$ cat src/hdl/amc_pkg.sv
// ----------------------------------------------------------------------------
// amc_pkg
// Types and constants of the awning motor mode controller.
// ----------------------------------------------------------------------------
package amc_pkg;

  localparam int unsigned CFG_W  = 16;
  localparam int unsigned TIME_W = 16;

  typedef enum logic [2:0] {
    MODE_OFF        = 3'd0,
    MODE_AUTO       = 3'd1,
    MODE_MANUAL     = 3'd2,
    MODE_MOVING     = 3'd3,
    MODE_RETRACTING = 3'd4
  } amc_mode_e;

  typedef enum logic {
    CFG_BLINK_PERIOD = 1'b0,
    CFG_BLINK_ON     = 1'b1
  } amc_cfg_idx_e;

  localparam logic [CFG_W-1:0] BLINK_PERIOD_RST = 16'd200;
  localparam logic [CFG_W-1:0] BLINK_ON_RST     = 16'd100;

  // bit positions in the stored button levels
  localparam int unsigned BTN_EXTEND  = 0;
  localparam int unsigned BTN_RETRACT = 1;

  typedef struct packed {
    logic              power_switch;
    logic              auto_select;
    logic              limit_inner;
    logic              limit_outer;
    logic              sunshine;
    logic              button_extend;
    logic              button_retract;
    logic [TIME_W-1:0] time_ms;
  } amc_scan_t;

  typedef struct packed {
    logic       lamp_power;
    logic       lamp_automatic;
    logic       lamp_manual;
    logic       motor_retract;
    logic       motor_extend;
    logic [2:0] mode_code;
  } amc_result_t;

endpackage

$ cat src/hdl/awning_motor_mode_controller.sv
// ----------------------------------------------------------------------------
// awning_motor_mode_controller
// Sun-awning mode controller: one scan in, one lamp/motor/mode result out.
// ----------------------------------------------------------------------------
// Usage:
//   Input channel (in_valid_i / in_stall_o) carries one scan request: switch
//   levels, button levels and a millisecond timestamp. Output channel
//   (out_valid_o / out_stall_i) returns one result per scan: lamps, motor
//   drives and the mode code after the scan.
//   From acceptance to out_valid_o a scan passes the input register, which the
//   accepting edge loads, and then the result register, which takes the mode
//   and timer update once the output stage is free to load it.
//   Throughput is one scan per cycle while the receiver does not stall; the
//   mode/flag/timer state is a single register set, updated per accepted scan.
//   While the receiver stalls, the result holds and one more scan may wait
//   in the input register; after that in_stall_o rises.
//   Reset brings the mode to off, clears all held flags and the button
//   history, and loads the blink registers with 200 ms period and 100 ms on.
//   Write the blink registers through cfg_we_i only while no scan is in flight.
// ----------------------------------------------------------------------------
module awning_motor_mode_controller
  import amc_pkg::*;
#(
  parameter int unsigned TIME_WIDTH = 16
) (
  input  logic              clk_i,
  input  logic              rst_ni,
  input  logic              cfg_we_i,
  input  logic              cfg_index_i,
  input  logic [CFG_W-1:0]  cfg_wdata_i,
  input  logic              in_valid_i,
  output logic              in_stall_o,
  input  logic              power_switch_i,
  input  logic              auto_select_i,
  input  logic              limit_inner_i,
  input  logic              limit_outer_i,
  input  logic              sunshine_i,
  input  logic              button_extend_i,
  input  logic              button_retract_i,
  input  logic [TIME_W-1:0] time_ms_i,
  output logic              out_valid_o,
  input  logic              out_stall_i,
  output logic              lamp_power_o,
  output logic              lamp_automatic_o,
  output logic              lamp_manual_o,
  output logic              motor_retract_o,
  output logic              motor_extend_o,
  output logic [2:0]        mode_code_o
);

  logic [CFG_W-1:0] blink_period_q, blink_on_q;
  amc_scan_t        scan_in, scan_reg;
  amc_result_t      res_d, res_q;
  logic             scan_vld, out_ready, adv;

  always_ff @(posedge clk_i or negedge rst_ni) begin
    if (!rst_ni) begin
      blink_period_q <= BLINK_PERIOD_RST;
      blink_on_q     <= BLINK_ON_RST;
    end else if (cfg_we_i) begin
      case (amc_cfg_idx_e'(cfg_index_i))
        CFG_BLINK_PERIOD: blink_period_q <= cfg_wdata_i;
        CFG_BLINK_ON:     blink_on_q     <= cfg_wdata_i;
        default: ;
      endcase
    end
  end

  always_comb begin
    scan_in.power_switch   = power_switch_i;
    scan_in.auto_select    = auto_select_i;
    scan_in.limit_inner    = limit_inner_i;
    scan_in.limit_outer    = limit_outer_i;
    scan_in.sunshine       = sunshine_i;
    scan_in.button_extend  = button_extend_i;
    scan_in.button_retract = button_retract_i;
    scan_in.time_ms        = time_ms_i;
  end

  assign adv = scan_vld && out_ready;

  amc_in_stage u_in_stage (
    .clk_i      (clk_i),
    .rst_ni     (rst_ni),
    .in_valid_i (in_valid_i),
    .in_stall_o (in_stall_o),
    .scan_i     (scan_in),
    .adv_i      (adv),
    .scan_vld_o (scan_vld),
    .scan_o     (scan_reg)
  );

  amc_core #(
    .TIME_WIDTH (TIME_WIDTH)
  ) u_core (
    .clk_i          (clk_i),
    .rst_ni         (rst_ni),
    .adv_i          (adv),
    .scan_i         (scan_reg),
    .blink_period_i (blink_period_q),
    .blink_on_i     (blink_on_q),
    .result_o       (res_d)
  );

  amc_out_stage u_out_stage (
    .clk_i       (clk_i),
    .rst_ni      (rst_ni),
    .load_i      (adv),
    .result_i    (res_d),
    .ready_o     (out_ready),
    .out_valid_o (out_valid_o),
    .out_stall_i (out_stall_i),
    .result_o    (res_q)
  );

  assign lamp_power_o     = res_q.lamp_power;
  assign lamp_automatic_o = res_q.lamp_automatic;
  assign lamp_manual_o    = res_q.lamp_manual;
  assign motor_retract_o  = res_q.motor_retract;
  assign motor_extend_o   = res_q.motor_extend;
  assign mode_code_o      = res_q.mode_code;

endmodule

$ cat src/hdl/amc_in_stage.sv
// ----------------------------------------------------------------------------
// amc_in_stage
// Input register for one scan request, with its valid flag.
// ----------------------------------------------------------------------------
module amc_in_stage
  import amc_pkg::*;
(
  input  logic      clk_i,
  input  logic      rst_ni,
  input  logic      in_valid_i,
  output logic      in_stall_o,
  input  amc_scan_t scan_i,
  input  logic      adv_i,
  output logic      scan_vld_o,
  output amc_scan_t scan_o
);

  logic      vld_q, vld_d;
  amc_scan_t scan_q;
  logic      accept;

  // hold off new requests only while the held scan cannot move on
  assign in_stall_o = vld_q && !adv_i;
  assign accept     = in_valid_i && !in_stall_o;
  assign vld_d      = accept || (vld_q && !adv_i);

  always_ff @(posedge clk_i or negedge rst_ni) begin
    if (!rst_ni) begin
      vld_q <= 1'b0;
    end else begin
      vld_q <= vld_d;
    end
  end

  always_ff @(posedge clk_i) begin
    if (accept) begin
      scan_q <= scan_i;
    end
  end

  assign scan_vld_o = vld_q;
  assign scan_o     = scan_q;

endmodule

$ cat src/hdl/amc_core.sv
// ----------------------------------------------------------------------------
// amc_core
// Mode state machine, held lamp and motor flags and the manual blink timer.
// ----------------------------------------------------------------------------
module amc_core
  import amc_pkg::*;
#(
  parameter int unsigned TIME_WIDTH = 16
) (
  input  logic             clk_i,
  input  logic             rst_ni,
  input  logic             adv_i,
  input  amc_scan_t        scan_i,
  input  logic [CFG_W-1:0] blink_period_i,
  input  logic [CFG_W-1:0] blink_on_i,
  output amc_result_t      result_o
);

  localparam int unsigned CMP_W = (TIME_WIDTH > CFG_W) ? TIME_WIDTH : CFG_W;

  amc_mode_e             mode_q, mode_d, pmode;
  logic [1:0]            btn_q, btn_d, edges;
  logic                  dr_q, dr_d, de_q, de_d;
  logic                  al_q, al_d, ml_q, ml_d, ml_mode;
  logic                  be_q, be_d;
  logic [TIME_WIDTH-1:0] start_q, start_d;
  logic [CMP_W-1:0]      now_ext;
  logic [TIME_WIDTH-1:0] now, elapsed, elapsed2;
  logic                  restart;
  logic                  power, autosel, inner, outer, sun;

  assign power   = scan_i.power_switch;
  assign autosel = scan_i.auto_select;
  assign inner   = scan_i.limit_inner;
  assign outer   = scan_i.limit_outer;
  assign sun     = scan_i.sunshine;

  assign btn_d = {scan_i.button_retract, scan_i.button_extend};
  assign edges = btn_d & ~btn_q;

  assign now_ext = CMP_W'(scan_i.time_ms);
  assign now     = now_ext[TIME_WIDTH-1:0];

  // power loss or an unfinished retract overrides the current mode
  always_comb begin
    pmode = mode_q;
    if ((!power && (mode_q != MODE_OFF)) || (mode_q == MODE_RETRACTING)) begin
      pmode = inner ? MODE_OFF : MODE_RETRACTING;
    end
  end

  // next mode
  always_comb begin
    case (pmode)
      MODE_AUTO: begin
        mode_d = autosel ? MODE_AUTO : MODE_MANUAL;
        if ((inner && sun) || (outer && !sun)) begin
          mode_d = MODE_MOVING;
        end
      end
      MODE_MANUAL: begin
        mode_d = autosel ? MODE_AUTO : MODE_MANUAL;
        if ((edges[BTN_EXTEND] && inner) || (edges[BTN_RETRACT] && outer)) begin
          mode_d = MODE_MOVING;
        end
      end
      MODE_MOVING: begin
        mode_d = MODE_MOVING;
        if ((dr_q || de_q) && ((inner && dr_q) || (outer && de_q))) begin
          mode_d = MODE_AUTO;
        end
      end
      MODE_RETRACTING: begin
        mode_d = MODE_RETRACTING;
      end
      default: begin
        mode_d = power ? MODE_AUTO : MODE_OFF;
      end
    endcase
  end

  // held flags per mode
  always_comb begin
    al_d    = al_q;
    ml_mode = ml_q;
    dr_d    = dr_q;
    de_d    = de_q;
    be_d    = be_q;
    case (pmode)
      MODE_AUTO: begin
        al_d    = 1'b1;
        ml_mode = 1'b0;
        dr_d    = 1'b0;
        de_d    = 1'b0;
        be_d    = 1'b0;
      end
      MODE_MANUAL: begin
        al_d = 1'b0;
        dr_d = 1'b0;
        de_d = 1'b0;
        be_d = 1'b1;
      end
      MODE_MOVING: begin
        // start a drive only from standstill, away from the reached end
        if (!dr_q && !de_q) begin
          de_d = inner;
          dr_d = !inner && outer;
        end
      end
      MODE_RETRACTING: begin
        al_d = 1'b0;
        dr_d = 1'b1;
        de_d = 1'b0;
        be_d = 1'b0;
      end
      default: begin
        al_d    = 1'b0;
        ml_mode = 1'b0;
        dr_d    = 1'b0;
        de_d    = 1'b0;
        be_d    = 1'b0;
      end
    endcase
  end

  // blink timer
  assign elapsed  = now - start_q;
  assign restart  = be_d && (CMP_W'(elapsed) >= CMP_W'(blink_period_i));
  assign elapsed2 = restart ? '0 : elapsed;

  always_comb begin
    start_d = now;
    ml_d    = ml_mode;
    if (be_d) begin
      start_d = restart ? now : start_q;
      if (restart) begin
        ml_d = 1'b1;
      end
      if (CMP_W'(elapsed2) >= CMP_W'(blink_on_i)) begin
        ml_d = 1'b0;
      end
    end
  end

  always_ff @(posedge clk_i or negedge rst_ni) begin
    if (!rst_ni) begin
      mode_q  <= MODE_OFF;
      btn_q   <= '0;
      dr_q    <= 1'b0;
      de_q    <= 1'b0;
      al_q    <= 1'b0;
      ml_q    <= 1'b0;
      be_q    <= 1'b0;
      start_q <= '0;
    end else if (adv_i) begin
      mode_q  <= mode_d;
      btn_q   <= btn_d;
      dr_q    <= dr_d;
      de_q    <= de_d;
      al_q    <= al_d;
      ml_q    <= ml_d;
      be_q    <= be_d;
      start_q <= start_d;
    end
  end

  always_comb begin
    result_o.lamp_power     = (pmode != MODE_OFF);
    result_o.lamp_automatic = al_d;
    result_o.lamp_manual    = ml_d;
    result_o.motor_retract  = dr_d;
    result_o.motor_extend   = de_d;
    result_o.mode_code      = mode_d;
  end

endmodule

$ cat src/hdl/amc_out_stage.sv
// ----------------------------------------------------------------------------
// amc_out_stage
// Result register with valid flag toward the receiver.
// ----------------------------------------------------------------------------
module amc_out_stage
  import amc_pkg::*;
(
  input  logic        clk_i,
  input  logic        rst_ni,
  input  logic        load_i,
  input  amc_result_t result_i,
  output logic        ready_o,
  output logic        out_valid_o,
  input  logic        out_stall_i,
  output amc_result_t result_o
);

  logic        vld_q, vld_d;
  amc_result_t res_q;

  // free when empty or when the held result leaves this cycle
  assign ready_o = !vld_q || !out_stall_i;
  assign vld_d   = load_i || (vld_q && out_stall_i);

  always_ff @(posedge clk_i or negedge rst_ni) begin
    if (!rst_ni) begin
      vld_q <= 1'b0;
    end else begin
      vld_q <= vld_d;
    end
  end

  always_ff @(posedge clk_i) begin
    if (load_i) begin
      res_q <= result_i;
    end
  end

  assign out_valid_o = vld_q;
  assign result_o    = res_q;

endmodule

$ cat config.mk
export PLATFORM = sky130hd
export DESIGN_NAME = awning_motor_mode_controller
export DESIGN_NICKNAME = d
export VERILOG_FILES = /design/src/hdl/amc_pkg.sv /design/src/hdl/awning_motor_mode_controller.sv /design/src/hdl/amc_in_stage.sv /design/src/hdl/amc_core.sv /design/src/hdl/amc_out_stage.sv
export SDC_FILE = /design/constraint.sdc
export NUM_CORES = 1
export LEC_CHECK = 0
export BUFFER_PORTS_ARGS = -buffer_cell sky130_fd_sc_hd__buf_2
export CAP_MARGIN = 15
export CORE_MARGIN = 8
export CORE_UTILIZATION = 43
export DETAILED_ROUTE_END_ITERATION = 6
export PLACE_DENSITY = 0.76
export SYNTH_ARGS = -nofsm -noshare
export SYNTH_HDL_FRONTEND = slang
export SYNTH_SLANG_ARGS = --single-unit
export TNS_END_PERCENT = 30
$ cat constraint.sdc
create_clock -name clk_i -period 4.22 [get_ports clk_i]
set_input_delay 0.844 -clock clk_i [delete_from_list [all_inputs] [get_ports clk_i]]
set_output_delay 0.844 -clock clk_i [all_outputs]
set_load 0.01 [all_outputs]
# Word level (Yosys, flattened, before mapping)
# Index checks and enable logic that the tools add are counted.
# Widths: inputs -> output; s select.
# word_totals
regBits	91
word_cells	97
output_inout_bits	10
# classes
add_sub_neg	1
muxes	21
reduce_logical	38
order_cmp	2
eq_ne	6
bitwise	3
# op_table
op	n
$mux 16	3
$ge 16x16->1	2
$sub 16x16->16	1
$logic_and 1x1->1	15
$mux 3	4
$pmux 3 s4	1
$logic_not 1->1	9
$logic_or 1x1->1	8
$mux 1	8
$eq 3x2->1 const B	2
$eq 3x3->1 const B	2
$pmux 1 s2	3
$reduce_and 2->1	3
$reduce_bool 3->1	2
$mux 2	2
$eq 3x1->1 const B	1
$reduce_or 3->1	1
$and 2x2->2	1
$ne 2x2->1 const B	1
$not 2->2	1
$not 1->1	1

# Longest topological paths before layout
# depth
word_depth	11
mapped_depth	24

# Hierarchy
# Synthesis repeated with hierarchy kept, for this count alone.
# hier_totals
hier_cells	466
area_unflattened_um2	5327.6
# modules_own_cells
mod	cells_per_inst	instances	seq_area_each_um2	area_each_um2
amc_core	357	1	650.6	3036.7
awning_motor_mode_controller	70	1	808.3	1266.2
amc_in_stage	28	1	715.7	748.2
amc_out_stage	11	1	265.3	276.5

# Worst setup path before layout
# No wires, ideal clock.
# synth_path
path_type	register to register
start	register u_in_stage.scan_q (netlist bit u_in_stage.scan_o[0])
end	register, netlist name u_out_stage.result_o[5]
n_path_buf	1
path_stages_with_launch	24
required_time_ps	3959
arrival_time_ps	4363
path_slack_ps	-404
period_less_slack_ps	4624
cell_sequence	edfxtp_1 inv_1 ha_1 inv_1 fa_1 a211oi_1 o21bai_1 a21oi_1 o31ai_1 a31oi_1 xnor2_1 ha_1 nand2_1 o21ai_0 a211oi_4 nor2_1 clkbuf_1 and2b_1 ha_1 nand4_1 nor3_1 o221ai_1 o21ai_0 a2bb2oi_1
# synth_rtl
element	line_no	text
start, declared	amc_in_stage.sv:19	amc_scan_t scan_q;
start signal, assigned	amc_in_stage.sv:37	scan_q <= scan_i;

==> impl_results.md <==
* Status: finished with violations
* Violations in the final reports: negative setup slack
* Largest cells by area after synthesis: dfrtp_1 27%, edfxtp_1 18%, ha_1 12%
* Synth top area share at 26.6%
* Largest family of logic cells by synthesized area: compound AO/OA/AOI/OAI gates
* RePlAce Congestion at a little over 0.8
* Post-synth top area cell: dfrtp_1
* Fin util at 54.2%
* Syn Nets at 547
* CTS tree: yes
* Core area at around 11000 um^2
* Final Cycle Share at 105%
* Post-synthesis simple-gate area fraction at slightly above 9%
* Slew HR at 30.3%
* Peak supply drop at 303 uV
* Flop and latch count out of synthesis at 91
* Global-route wire length before repair at between 15000 and 20000 um
* Tmin final at 4.44 ns
* Worst hold path class: reg2reg
* Mux cell area share after synthesis at between 10% and 20%
* Cell Area, Synth at roughly 5000 um^2
* Fmax at between 200 and 250 MHz
* Worst Setup Path Type: reg2reg
* Number of buffers created by CTS at 9
* Setup slack after layout at -0.225 ns
* Hold Buf Count CTS at 0
* Initial Util at between 40% and 50%
* Sequential share of the synthesized area at just under 50%
* Pin count of the biggest net entering global routing at 32
* Power density over the cells at between 500 and 600 nW/um^2
* CTS Buffer Depth at 2
* ANT cells at 0
* Detailed-route vias per instance at 5.22
* Final ANT Viol Nets at 0
* Clock Latency Late Sink at about 0.35 ns
* Crit start category: register
* Die area at around 16000 um^2
* Worst-path maximum fanout at 8
* Overflow after GRT at 0
* Final WL at between 10000 and 15000 um
* Vias in the first global route at about 3.8k
* Reg clk slew, reported paths at roughly 0.07 ns
* Hold Vio Cnt, Final at 0
* Antenna violations before repair at 0
* P&R area growth vs syn at 22.3%
* Design Power at around 3.5 mW
* Via count at roughly 3.6k
* Yosys warns at 0
* Dominant synthesized flop cell: dfrtp_1
* Worst Setup End Kind: register
* Share of cells above drive strength 1 at 33.1%
* Placed instance area at roughly 5700 um^2
* H-tree depth at 3
* Drt pass-1 iters at 6
* Design area at 6210 um^2
* Clock root cell: clkbuf_16
* Synthesized area per cell at between 10 and 15 um^2
* Worst slew pin tran at ~1.0 ns
* Initial DRC count at between 200 and 250
* Lkg Pwr at between 2 and 3 nW
* Per-cell routed wire length at around 16 um
* Adder-Cell Fraction of Synth Area at 12.0%
* Post-synth EDFFs at 31
* Post-synth cell types at 53
* Die Span Y at between 100 and 150 um
* Total global-route track usage at 14.3%
* Post-Synth XOR/XNOR Area at under 10%
* Clock skew at about 0.011 ns
* RSZ-0062 raised after global routing: yes
* WP data arrival at approximately 4.7 ns
* Final setup viols at 2
* Port Buffer Count at 54
* Die Wd at between 100 and 150 um
* Synth Area in Compound Gates at 12.7%
* DRC at 0
* # rows at 39
* Critical Path RT at about 4.4 ns
* Final HPWL DP at roughly 8000 um
* Cell count after synthesis at ~450
* Final Max Slew Viols at 0
* Sinks on Clock Net at 91
* Layout Nets at approximately 640
* Max Cap Viol at 0
* Filler cells at 941
* Io pins at 55
* Asr flop ratio synth at 65.9%
state kept, by name, indices dropped and copies added, names as in the netlist:
register,count
u_core.be_q,1
u_core.btn_q,2
u_core.mode_q,3
blink_on_q,16
blink_period_q,16
u_core.dr_q,1
u_in_stage.scan_o,23
u_out_stage.result_o,8
u_core.de_q,1
u_core.ml_q,1
u_in_stage.scan_vld_o,1
u_core.start_q,16
u_core.al_q,1
u_out_stage.out_valid_o,1
cell type report:
cell class,count,area [um^2],share of cell area [%]
Clock buffer,9,225,3.63
Clock inverter,7,105,1.69
Inverter,53,199,3.20
Multi-Input combinational cell,300,2510,40.5
Sequential cell,91,2440,39.3
Tap cell,143,179,2.88
Timing Repair Buffer,90,548,8.83
report_power, final:
group	internal [mW]	switching [mW]
combinational	0.701	0.747
sequential	1.07	0.0901
clock	0.530	0.371
total	2.30	1.21
cells in the mapped netlist (6+ instances only):
master,number
inv_1,52
xnor2_1,9
a21oi_1,25
ha_1,47
nand2_1,29
nor2_1,15
edfxtp_1,31
dfstp_2,6
nor3_1,8
clkbuf_1,8
nor2b_1,12
dfrtp_1,54
mux2_2,31
o21ai_0,30
o21bai_1,7
a21o_1,8
mux2_4,10
worst paths after layout:
check / from / endpoint / slack (ns) / cells past startpoint
worst max-delay path: u_in_stage.scan_o[0] / u_out_stage.result_o[5] / -0.22 / 22
worst min-delay path: u_core.be_q / u_core.be_q / 0.49 / 2
worst max register to register: u_in_stage.scan_o[0] / u_out_stage.result_o[5] / -0.22 / 22
worst min register to register: u_core.be_q / u_core.be_q / 0.49 / 2
max in group asynchronous: rst_ni / blink_on_q[14] / 2.83 / 2
min in group asynchronous: rst_ni / u_core.start_q[1] / 0.53 / 1
cell families after synthesis:
kind of cell,Yosys count
buf+inv,63
fa+ha+maj,48
compound gates,100
simple gates,94
flops,91
mux,44
xor+xnor,14
metal layers:
| metal | vias to the layer above | routed length (um) | GRT usage, % |
|---|---|---|---|
| li1 | 1785 | - | - |
| met3 | 15 | 357 | 3.23 |
| met4 | 0 | 206 | 6.31 |
| met5 | - | 0 | 0 |
| met1 | 1751 | 5270 | 18.2 |
| met2 | 67 | 5050 | 22.8 |
placed cells by master (no fill, tap or decap), types with 2 or more instances in the layout:
cell type,n
o21bai_1,6
and2_1,4
nand4_1,5
xor2_1,5
nand3_1,5
o21a_1,3
mux2i_1,3
nor2b_1,11
buf_2,54
bufinv_16,2
a31oi_1,2
o21ai_2,2
inv_1,52
buf_4,34
a211o_1,2
xnor2_1,8
and2b_1,2
clkbuf_16,9
edfxtp_1,31
mux2_4,10
a21oi_2,3
ha_1,47
dfstp_2,6
o21ai_0,27
inv_6,3
nor3_2,2
nand2_1,29
and3_1,3
a21oi_1,21
nor3_1,6
mux2_2,31
a21o_1,8
o211ai_1,2
dfrtp_1,54
o21ai_1,2
a211oi_2,2
a31oi_2,2
buf_6,2
nand2b_1,5
nor2_1,13
critical path, cell delays in order, from the launching register on:
cell and delay (ns):
edfxtp_1 0.39, inv_1 0.07, ha_1 0.15, inv_1 0.05, fa_2 0.35, a211oi_2 0.24, o21bai_2 0.13, a21oi_4 0.20
xnor2_2 0.15, ha_1 0.25, and2_4 0.17, a221oi_2 0.25, o21ai_2 0.12, a211oi_4 0.32, nor2_4 0.09, buf_6 0.15
or2_2 0.27, ha_1 0.28, nor2_1 0.12, a21oi_1 0.09, nor3_2 0.24, o21ai_2 0.11, a2bb2oi_2 0.12
repair_timing:
| action | 4_1_cts | 5_1_grt |
|---|---|---|
| endpoints found under the hold margin | 0 | 0 |
| endpoints found under the setup margin | 2 | 2 |
| pin swaps | 9 | 14 |
| gates resized for setup | 10 | 13 |
| buffers inserted | 2 | 2 |
through the flow:
stage	setup TNS, ns	cells	setup WS (ns)	hold slack (ns)
after floorplan	-0.0290	454	-0.0290	0.441
after global placement	-0.486	673	-0.269	0.458
after detailed placement	-0.705	673	-0.377	0.466
after CTS	-0.385	691	-0.226	0.481
after global routing	-0.958	693	-0.484	0.519
final	-0.398	693	-0.225	0.486
Note: power is estimated with default switching activity, not from simulation.
